**src/design/tts_pkg.sv**
```systemverilog
// ----------------------------------------------------------------------------
// tts_pkg
// Shared widths, prescaler codes and shift amounts for the tone timer
// prescaler select block.
// ----------------------------------------------------------------------------
package tts_pkg;

	localparam int unsigned FREQ_W = 15;
	localparam int unsigned TOP_W  = 8;
	localparam int unsigned CS_W   = 3;

	localparam int unsigned NUM_PRESC = 6;

	localparam logic [CS_W-1:0] CS_DIV1    = 3'b001;
	localparam logic [CS_W-1:0] CS_DIV8    = 3'b010;
	localparam logic [CS_W-1:0] CS_DIV32   = 3'b011;
	localparam logic [CS_W-1:0] CS_DIV128  = 3'b101;
	localparam logic [CS_W-1:0] CS_DIV256  = 3'b110;
	localparam logic [CS_W-1:0] CS_DIV1024 = 3'b111;

	localparam logic [TOP_W-1:0] TOP_MAX = 8'd255;

	localparam logic [CS_W-1:0] PRESC_CODE [NUM_PRESC] = '{
		CS_DIV1, CS_DIV8, CS_DIV32, CS_DIV128, CS_DIV256, CS_DIV1024
	};

	localparam logic [3:0] PRESC_SHIFT [NUM_PRESC] = '{
		4'd0, 4'd3, 4'd5, 4'd7, 4'd8, 4'd10
	};

endpackage

```
**src/design/tone_timer_prescaler_select.sv**
```systemverilog
// ----------------------------------------------------------------------------
// tone_timer_prescaler_select
// Turns a tone frequency into the compare top and clock-select code of an
// 8-bit waveform timer.
// ----------------------------------------------------------------------------
// Usage:
//   A request on the freq channel (freq_valid/freq_ready, frequency_hz)
//   yields one result on the result channel (result_valid/result_ready,
//   compare_top, clock_select, out_of_range).
//   The quotient floor(CLOCK_HZ/2 / frequency_hz) is formed by a row of
//   restoring division cells, one quotient bit per cell, NW cells with
//   NW = bit width of CLOCK_HZ/2 (23 at 16 MHz). A select stage then picks
//   the prescaler and registers the result.
//   One request is taken per cycle unless a stalled receiver has backed up the row.
//   Each cell has its own valid bit and ready is passed back cell by cell,
//   so a stalled receiver only blocks intake once every stage is full;
//   bubbles are squeezed out while the receiver stalls.
//   Reset clears all valid bits; the row is empty and ready right after.
//   A frequency of zero or one too low for /1024 gives top 255, code 7
//   and out_of_range set.
// ----------------------------------------------------------------------------
module tone_timer_prescaler_select #(
	parameter int unsigned CLOCK_HZ = 16000000
) (
	input  logic                          clk,
	input  logic                          arst_n,
	input  logic                          freq_valid,
	output logic                          freq_ready,
	input  logic [tts_pkg::FREQ_W-1:0]    frequency_hz,
	output logic                          result_valid,
	input  logic                          result_ready,
	output logic [tts_pkg::TOP_W-1:0]     compare_top,
	output logic [tts_pkg::CS_W-1:0]      clock_select,
	output logic                          out_of_range
);

	localparam int unsigned      HALF_CLK = CLOCK_HZ / 2;
	localparam int unsigned      NW       = $clog2(HALF_CLK + 1);
	localparam logic [NW-1:0]    DIVIDEND = NW'(HALF_CLK);

	logic                         v    [NW+1];
	logic                         r    [NW+1];
	logic [tts_pkg::FREQ_W-1:0]   f    [NW+1];
	logic [tts_pkg::FREQ_W-1:0]   rem  [NW+1];
	logic [NW-1:0]                quo  [NW+1];

	assign v[0]       = freq_valid;
	assign freq_ready = r[0];
	assign f[0]       = frequency_hz;
	assign rem[0]     = '0;
	assign quo[0]     = '0;

	for (genvar i = 0; i < NW; i++) begin : g_cell
		tts_div_cell #(
			.NW   (NW),
			.DBIT (DIVIDEND[NW-1-i])
		) u_cell (
			.clk      (clk),
			.arst_n   (arst_n),
			.up_valid (v[i]),
			.up_ready (r[i]),
			.up_f     (f[i]),
			.up_rem   (rem[i]),
			.up_quo   (quo[i]),
			.dn_valid (v[i+1]),
			.dn_ready (r[i+1]),
			.dn_f     (f[i+1]),
			.dn_rem   (rem[i+1]),
			.dn_quo   (quo[i+1])
		);
	end

	tts_select #(
		.NW (NW)
	) u_select (
		.clk          (clk),
		.arst_n       (arst_n),
		.up_valid     (v[NW]),
		.up_ready     (r[NW]),
		.up_f         (f[NW]),
		.up_quo       (quo[NW]),
		.result_valid (result_valid),
		.result_ready (result_ready),
		.compare_top  (compare_top),
		.clock_select (clock_select),
		.out_of_range (out_of_range)
	);

endmodule

```
**src/design/tts_div_cell.sv**
```systemverilog
// ----------------------------------------------------------------------------
// tts_div_cell
// One restoring division step: brings in a fixed dividend bit, trial
// subtracts the divisor and hands remainder and quotient to the next cell.
// ----------------------------------------------------------------------------
module tts_div_cell #(
	parameter int unsigned NW   = 23,
	parameter bit          DBIT = 1'b0
) (
	input  logic                          clk,
	input  logic                          arst_n,
	input  logic                          up_valid,
	output logic                          up_ready,
	input  logic [tts_pkg::FREQ_W-1:0]    up_f,
	input  logic [tts_pkg::FREQ_W-1:0]    up_rem,
	input  logic [NW-1:0]                 up_quo,
	output logic                          dn_valid,
	input  logic                          dn_ready,
	output logic [tts_pkg::FREQ_W-1:0]    dn_f,
	output logic [tts_pkg::FREQ_W-1:0]    dn_rem,
	output logic [NW-1:0]                 dn_quo
);

	logic                         valid_q;
	logic [tts_pkg::FREQ_W-1:0]   f_q;
	logic [tts_pkg::FREQ_W-1:0]   rem_q;
	logic [NW-1:0]                quo_q;
	logic [tts_pkg::FREQ_W:0]     trial;
	logic [tts_pkg::FREQ_W:0]     diff;
	logic                         ge;
	logic [tts_pkg::FREQ_W-1:0]   rem_next;

	assign trial    = {up_rem, DBIT};
	assign diff     = trial - {1'b0, up_f};
	assign ge       = trial >= {1'b0, up_f};
	assign rem_next = ge ? diff[tts_pkg::FREQ_W-1:0] : trial[tts_pkg::FREQ_W-1:0];

	assign up_ready = ~valid_q | dn_ready;

	always_ff @(posedge clk or negedge arst_n) begin
		if (!arst_n) begin
			valid_q <= 1'b0;
		end else if (up_ready) begin
			valid_q <= up_valid;
		end
	end

	always_ff @(posedge clk) begin
		if (up_ready && up_valid) begin
			f_q   <= up_f;
			rem_q <= rem_next;
			quo_q <= {up_quo[NW-2:0], ge};
		end
	end

	assign dn_valid = valid_q;
	assign dn_f     = f_q;
	assign dn_rem   = rem_q;
	assign dn_quo   = quo_q;

endmodule

```
**src/design/tts_select.sv**
```systemverilog
// ----------------------------------------------------------------------------
// tts_select
// Picks the first prescaler whose shifted quotient fits the 8-bit top and
// holds the finished result for the receiver.
// ----------------------------------------------------------------------------
module tts_select #(
	parameter int unsigned NW = 23
) (
	input  logic                          clk,
	input  logic                          arst_n,
	input  logic                          up_valid,
	output logic                          up_ready,
	input  logic [tts_pkg::FREQ_W-1:0]    up_f,
	input  logic [NW-1:0]                 up_quo,
	output logic                          result_valid,
	input  logic                          result_ready,
	output logic [tts_pkg::TOP_W-1:0]     compare_top,
	output logic [tts_pkg::CS_W-1:0]      clock_select,
	output logic                          out_of_range
);

	localparam logic [NW-1:0] TOP_LIMIT = NW'(256);

	logic                         valid_q;
	logic [tts_pkg::TOP_W-1:0]    top_q;
	logic [tts_pkg::CS_W-1:0]     cs_q;
	logic                         oor_q;
	logic [tts_pkg::TOP_W-1:0]    top_d;
	logic [tts_pkg::CS_W-1:0]     cs_d;
	logic                         oor_d;

	always_comb begin
		logic          found;
		logic [NW-1:0] t;
		logic [NW-1:0] t_m1;
		found = 1'b0;
		top_d = tts_pkg::TOP_MAX;
		cs_d  = tts_pkg::CS_DIV1024;
		oor_d = 1'b1;
		t     = '0;
		t_m1  = '0;
		if (up_f == '0) begin
			found = 1'b1;
		end else if (up_quo == '0) begin
			top_d = '0;
			cs_d  = tts_pkg::CS_DIV1;
			oor_d = 1'b1;
		end else begin
			for (int k = 0; k < tts_pkg::NUM_PRESC; k++) begin
				t    = up_quo >> tts_pkg::PRESC_SHIFT[k];
				t_m1 = t - NW'(1);
				if (!found && t <= TOP_LIMIT) begin
					found = 1'b1;
					top_d = (t == '0) ? '0 : t_m1[tts_pkg::TOP_W-1:0];
					cs_d  = tts_pkg::PRESC_CODE[k];
					oor_d = 1'b0;
				end
			end
		end
	end

	assign up_ready = ~valid_q | result_ready;

	always_ff @(posedge clk or negedge arst_n) begin
		if (!arst_n) begin
			valid_q <= 1'b0;
		end else if (up_ready) begin
			valid_q <= up_valid;
		end
	end

	always_ff @(posedge clk) begin
		if (up_ready && up_valid) begin
			top_q <= top_d;
			cs_q  <= cs_d;
			oor_q <= oor_d;
		end
	end

	assign result_valid = valid_q;
	assign compare_top  = top_q;
	assign clock_select = cs_q;
	assign out_of_range = oor_q;

endmodule

```
**config.mk**
```make
export PLATFORM = sky130hd
export DESIGN_NAME = tone_timer_prescaler_select
export DESIGN_NICKNAME = d
export VERILOG_FILES = /design/src/design/tts_pkg.sv /design/src/design/tone_timer_prescaler_select.sv /design/src/design/tts_div_cell.sv /design/src/design/tts_select.sv
export SDC_FILE = /design/constraint.sdc
export NUM_CORES = 2
export LEC_CHECK = 0
export ABC_AREA = 1
export BUFFER_PORTS_ARGS = -buffer_cell sky130_fd_sc_hd__buf_4
export CAP_MARGIN = 20
export CORE_MARGIN = 4
export CORE_UTILIZATION = 45
export CTS_BUF_LIST = sky130_fd_sc_hd__clkbuf_8 sky130_fd_sc_hd__clkbuf_16
export DETAILED_ROUTE_END_ITERATION = 6
export PLACE_DENSITY_LB_ADDON = 0.3
export SLEW_MARGIN = 20
export SYNTH_ARGS = -nofsm -noshare
export SYNTH_HDL_FRONTEND = slang
export SYNTH_SLANG_ARGS = --single-unit
```
**constraint.sdc**
```tcl
create_clock -name clk -period 3.95 [get_ports clk]
set_input_delay 0.395 -clock clk [delete_from_list [all_inputs] [get_ports clk]]
set_output_delay 0.395 -clock clk [all_outputs]
set_load 0.05 [all_outputs]
```
==> impl_metrics.csv <==
group,metric,value,unit
outcome,result_of_the_run,"completed",
grt,largest_net_degree_at_the_start_of_global_routing,51,
pwr,peakVddDrop,0.0003726,V
cells_and_area,diodes,0,
floorplan,pin_count,33,
pwr,power-per-cell-area,764.3,nW/um^2
sta,final_max_slew_viol_count,0,
logic_synthesis,seq_area_frac_synth,0.6009,
logic_synthesis,ys.flop_type,"edfxtp_1",
clock_tree,worst_setup_hold_path_clk_slew,0.06,ns
sta,timing_hold_violations_final,0,
sta,rsz_0062_raised_after_global_routing,"false",
logic_synthesis,yosysMostFrequentCell,"edfxtp_1",
route,wl_per_cell,15.55,um
logic_synthesis,synth_top_cell_area_share,0.5887,
floorplan,start_util,0.4563,
critical_path,cp_max_fo,4,
critical_path,max_stage_delay,0.54,ns
logic_synthesis,yosys_register_bits,987,
floorplan,die_width,338.4,um
clock_tree,post_cts_resize_count,0,
sta,finalCritPeriodShare,0.8869,
clock_tree,cts_sinks,987,
flow_run,max_cap_viol_count,0,
clock_tree,clk_path_buf_depth,3,
logic_synthesis,synth_common_cells,"963 x edfxtp_1, 743 x inv_1, 602 x nand2_1, 390 x a21oi_1, 381 x nor2_1",
logic_synthesis,synth_top_area_cell,"edfxtp_1",
floorplan,dieArea,114500,um^2
floorplan,core,107700,um^2
route,drc_errors,0,
floorplan,num_rows,120,
logic_synthesis,synthesized_cell_area,49120,um^2
route,vias_per_cell,5.047,
logic_synthesis,syn_area_per_cell,11.08,um^2
grt,grt_antenna_before_repair,0,
logic_synthesis,yosys_warnings,0,
critical_path,timing.critical_path.slowest_stage_cell,"dlygate4sd3_1",
critical_path,critPathLaunchType,"input port",
route,drt_pass1_iterations,7,
critical_path,critPathKind,"in2out",
sta,clock-skew-final,0.02579,ns
sta,worst-slew-pin-transition,0.8673,ns
route,postRouteWirelength,94310,um
grt,grt.total_usage,0.1630,
critical_path,worstSetupEndpointType,"output pin",
logic_synthesis,synth.top_cells.by_area,"edfxtp_1 59%, ha_1 8.4%, inv_1 5.7%, nand2_1 4.6%, a21oi_1 4.0%",
logic_synthesis,syn_inst,4432,
cells_and_area,multiInputGateArea,16630,um^2
hold_path,holdCritPathClass,"in2async",
grt,grt_remaining_overflow,0,
cells_and_area,areaGrowthSynthToFinish,11.49,%
route,detail-route-antenna-nets,0,
route,num_vias,30610,
sta,period_minus_slack,3.503,ns
critical_path,worst-r2r-setup-slack,0.80,ns
floorplan,die_height,338.4,um
logic_synthesis,post_synth_num_cell_types,53,
sta,sum_neg_setup_slack,0,ns
logic_synthesis,synthArstFlopShare,0.02432,
cells_and_area,nFillCells,9210,
grt,first_global_vias,30070,
critical_path,cp.arrival,3.11,ns
clock_tree,cts_inserted_buffers,102,
cells_and_area,final-seq-area,29520,um^2
sta,timing.hold.ws,0.1660,ns
pwr,cellLeakagePower,22.86,nW
placed_design,buffer_ports.inserted,32,
clock_tree,clock-root-buffer,"clkbuf_16",
critical_path,r2r_cells,11,
sta,slew_headroom,0.4205,
logic_synthesis,number_of_synthesized_flops_with_an_enable_pin,963,
critical_path,rr_startpoint,"g_cell[0].u_cell.dn_rem[2]$_SDFFCE_PN0P_",
route,first_iter_violations,1874,
placed_design,detailedPlacementHpwl,71100,um
placed_design,routabilityCongestion,0.9023,
sta,setup_viol,0,
critical_path,regToRegEndpoint,"g_cell[1].u_cell.dn_rem[7]$_DFFE_PP_",
critical_path,worst_endpoint_required_time,3.56,ns
clock_tree,clock_insertion_delay_at_the_later_pin_of_the_skew_report,0.67,ns
critical_path,critical_path.most_common_cell,"nor2_4",
critical_path,crit_path_cell_trace,"dlygate4sd3_1, buf_4, inv_1, nand4_2, nor2_4, nand4_4, nor2_4, nand4_4, nor2_4, nand4_4, nor2_4, nand2_2, nor2_2, nand3_2, nor2_4, nand4_2, buf_4",
clock_tree,htree_levels,3,
cells_and_area,design.final.nets,4949,
cells_and_area,final_layout_size_suffix_gt1_frac,0.05942,
grt,wire_length_of_the_first_global_routing_pass,153200,um
clock_tree,tritoncts,"yes",
sta,max_freq,0.2855,GHz
[per-stage QoR]
stage / power [mW] / cells / setup WS, ns / area, um^2 / utilization
4_1_cts: 42.22 / 6063 / 0.4189 / 54750 / 0.5085
5_1_grt: 45.14 / 6065 / 0.2280 / 54770 / 0.5087
6_report: 41.86 / 6065 / 0.4468 / 54770 / 0.5087
3_5_place_dp: 32.66 / 5857 / 0.7624 / 51270 / 0.4763
3_3_place_gp: 32.38 / 5857 / 0.8431 / 51270 / 0.4763
2_1_floorplan: 28.80 / 4437 / 0.4175 / 49140 / -
[registers in the layout (all words and copies together), names as in the netlist]
register and flops:
g_cell.u_cell.dn_f 345, g_cell.u_cell.dn_quo 276, g_cell.u_cell.dn_rem 330, g_cell.u_cell.dn_valid 23
u_select.clock_select 3, u_select.compare_top 8, u_select.out_of_range 1, u_select.result_valid 1
[cell usage in the layout, fill, tap and decap left out, types with 9 or more instances in the layout]
master,Yosys,final
nor2_1,381,371
nand2_1,602,602
bufinv_16,0,9
a21oi_1,390,389
o22ai_1,9,9
fa_1,21,21
clkinv_1,0,22
clkinv_2,0,23
a221oi_1,12,12
dlygate4sd3_1,0,18
nor3_1,18,18
nor2_4,5,12
clkbuf_16,0,105
nand4_1,56,56
nand3_1,72,72
o21ai_0,253,252
o211ai_1,9,9
o31ai_1,10,10
nor4_1,11,11
inv_1,743,755
dfrtp_1,24,24
o21ai_1,14,10
xnor2_1,120,120
xor2_1,142,142
a211oi_1,11,11
ha_1,331,331
a31oi_1,45,45
edfxtp_1,963,963
o2111ai_1,10,10
o221ai_1,21,20
o21ai_2,4,9
a21o_1,27,27
buf_4,12,76
[report_power, final]
group	switching (mW)	leakage (nW)	internal (mW)
clock	3.93	1.67	5.40
combinational	9.39	11.6	5.93
sequential	1.53	9.62	15.7
[cell type report]
type	count	area share
clock buffer	105	0.04798
clock inverter	83	0.01211
inverter	747	0.05124
multi-input combinational	2645	0.3037
sequential	987	0.5390
tap	1403	0.03205
timing repair buffer	95	0.01391
[repair_timing]
action | CTS | global route
hold buffers | 18 | 0
endpoints found under the hold margin | 42 | 0
buffers inserted | 0 | 0
[worst max-delay path by stage]
stage	start	endpoint	slack, ns	cells after the start
floorplan	u_select.result_valid$_DFFE_PN0P_	g_cell[7].u_cell.dn_f[0]$_DFFE_PP_	0.42	9
global placement	result_ready	g_cell[0].u_cell.dn_quo[0]$_DFFE_PP_	0.84	16
detailed placement	result_ready	g_cell[0].u_cell.dn_quo[0]$_DFFE_PP_	0.76	16
CTS	result_ready	freq_ready	0.42	17
global route	result_ready	freq_ready	0.23	17
finish	result_ready	freq_ready	0.45	17
[worst max-delay path: cells and delay by family]
family,cells,cell delay (ns)
buffers and inverters,4,0.96
AND/OR/NAND/NOR,13,1.74
[kinds of logic (layout without fill, tap and decap cells)]
| logic type | count (synthesis) | after routing | share of synthesized area |
|---|---|---|---|
| flip-flops | 987 | 987 | 0.6009 |
| XOR/XNOR | 262 | 262 | 0.04671 |
| other | 1 | 6 | 0.00007634 |
| adder cells (fa/ha/maj) | 352 | 352 | 0.09287 |
| buffers and inverters | 805 | 1030 | 0.06319 |
| AO/OA/AOI/OAI | 860 | 860 | 0.09847 |
| AND/OR/NAND/NOR | 1165 | 1165 | 0.09778 |
[layer usage]
| metal | share of wire | global-route usage | vias to the layer above |
|---|---|---|---|
| li1 | - | - | 15590 |
| met2 | 0.50 | 0.2929 | 494 |
| met4 | 0.030 | 0.05294 | 0 |
| met1 | 0.43 | 0.2004 | 14360 |
| met5 | 0 | 0 | - |
| met3 | 0.037 | 0.02658 | 171 |
No activity file was read; power rests on OpenSTA's default activity.
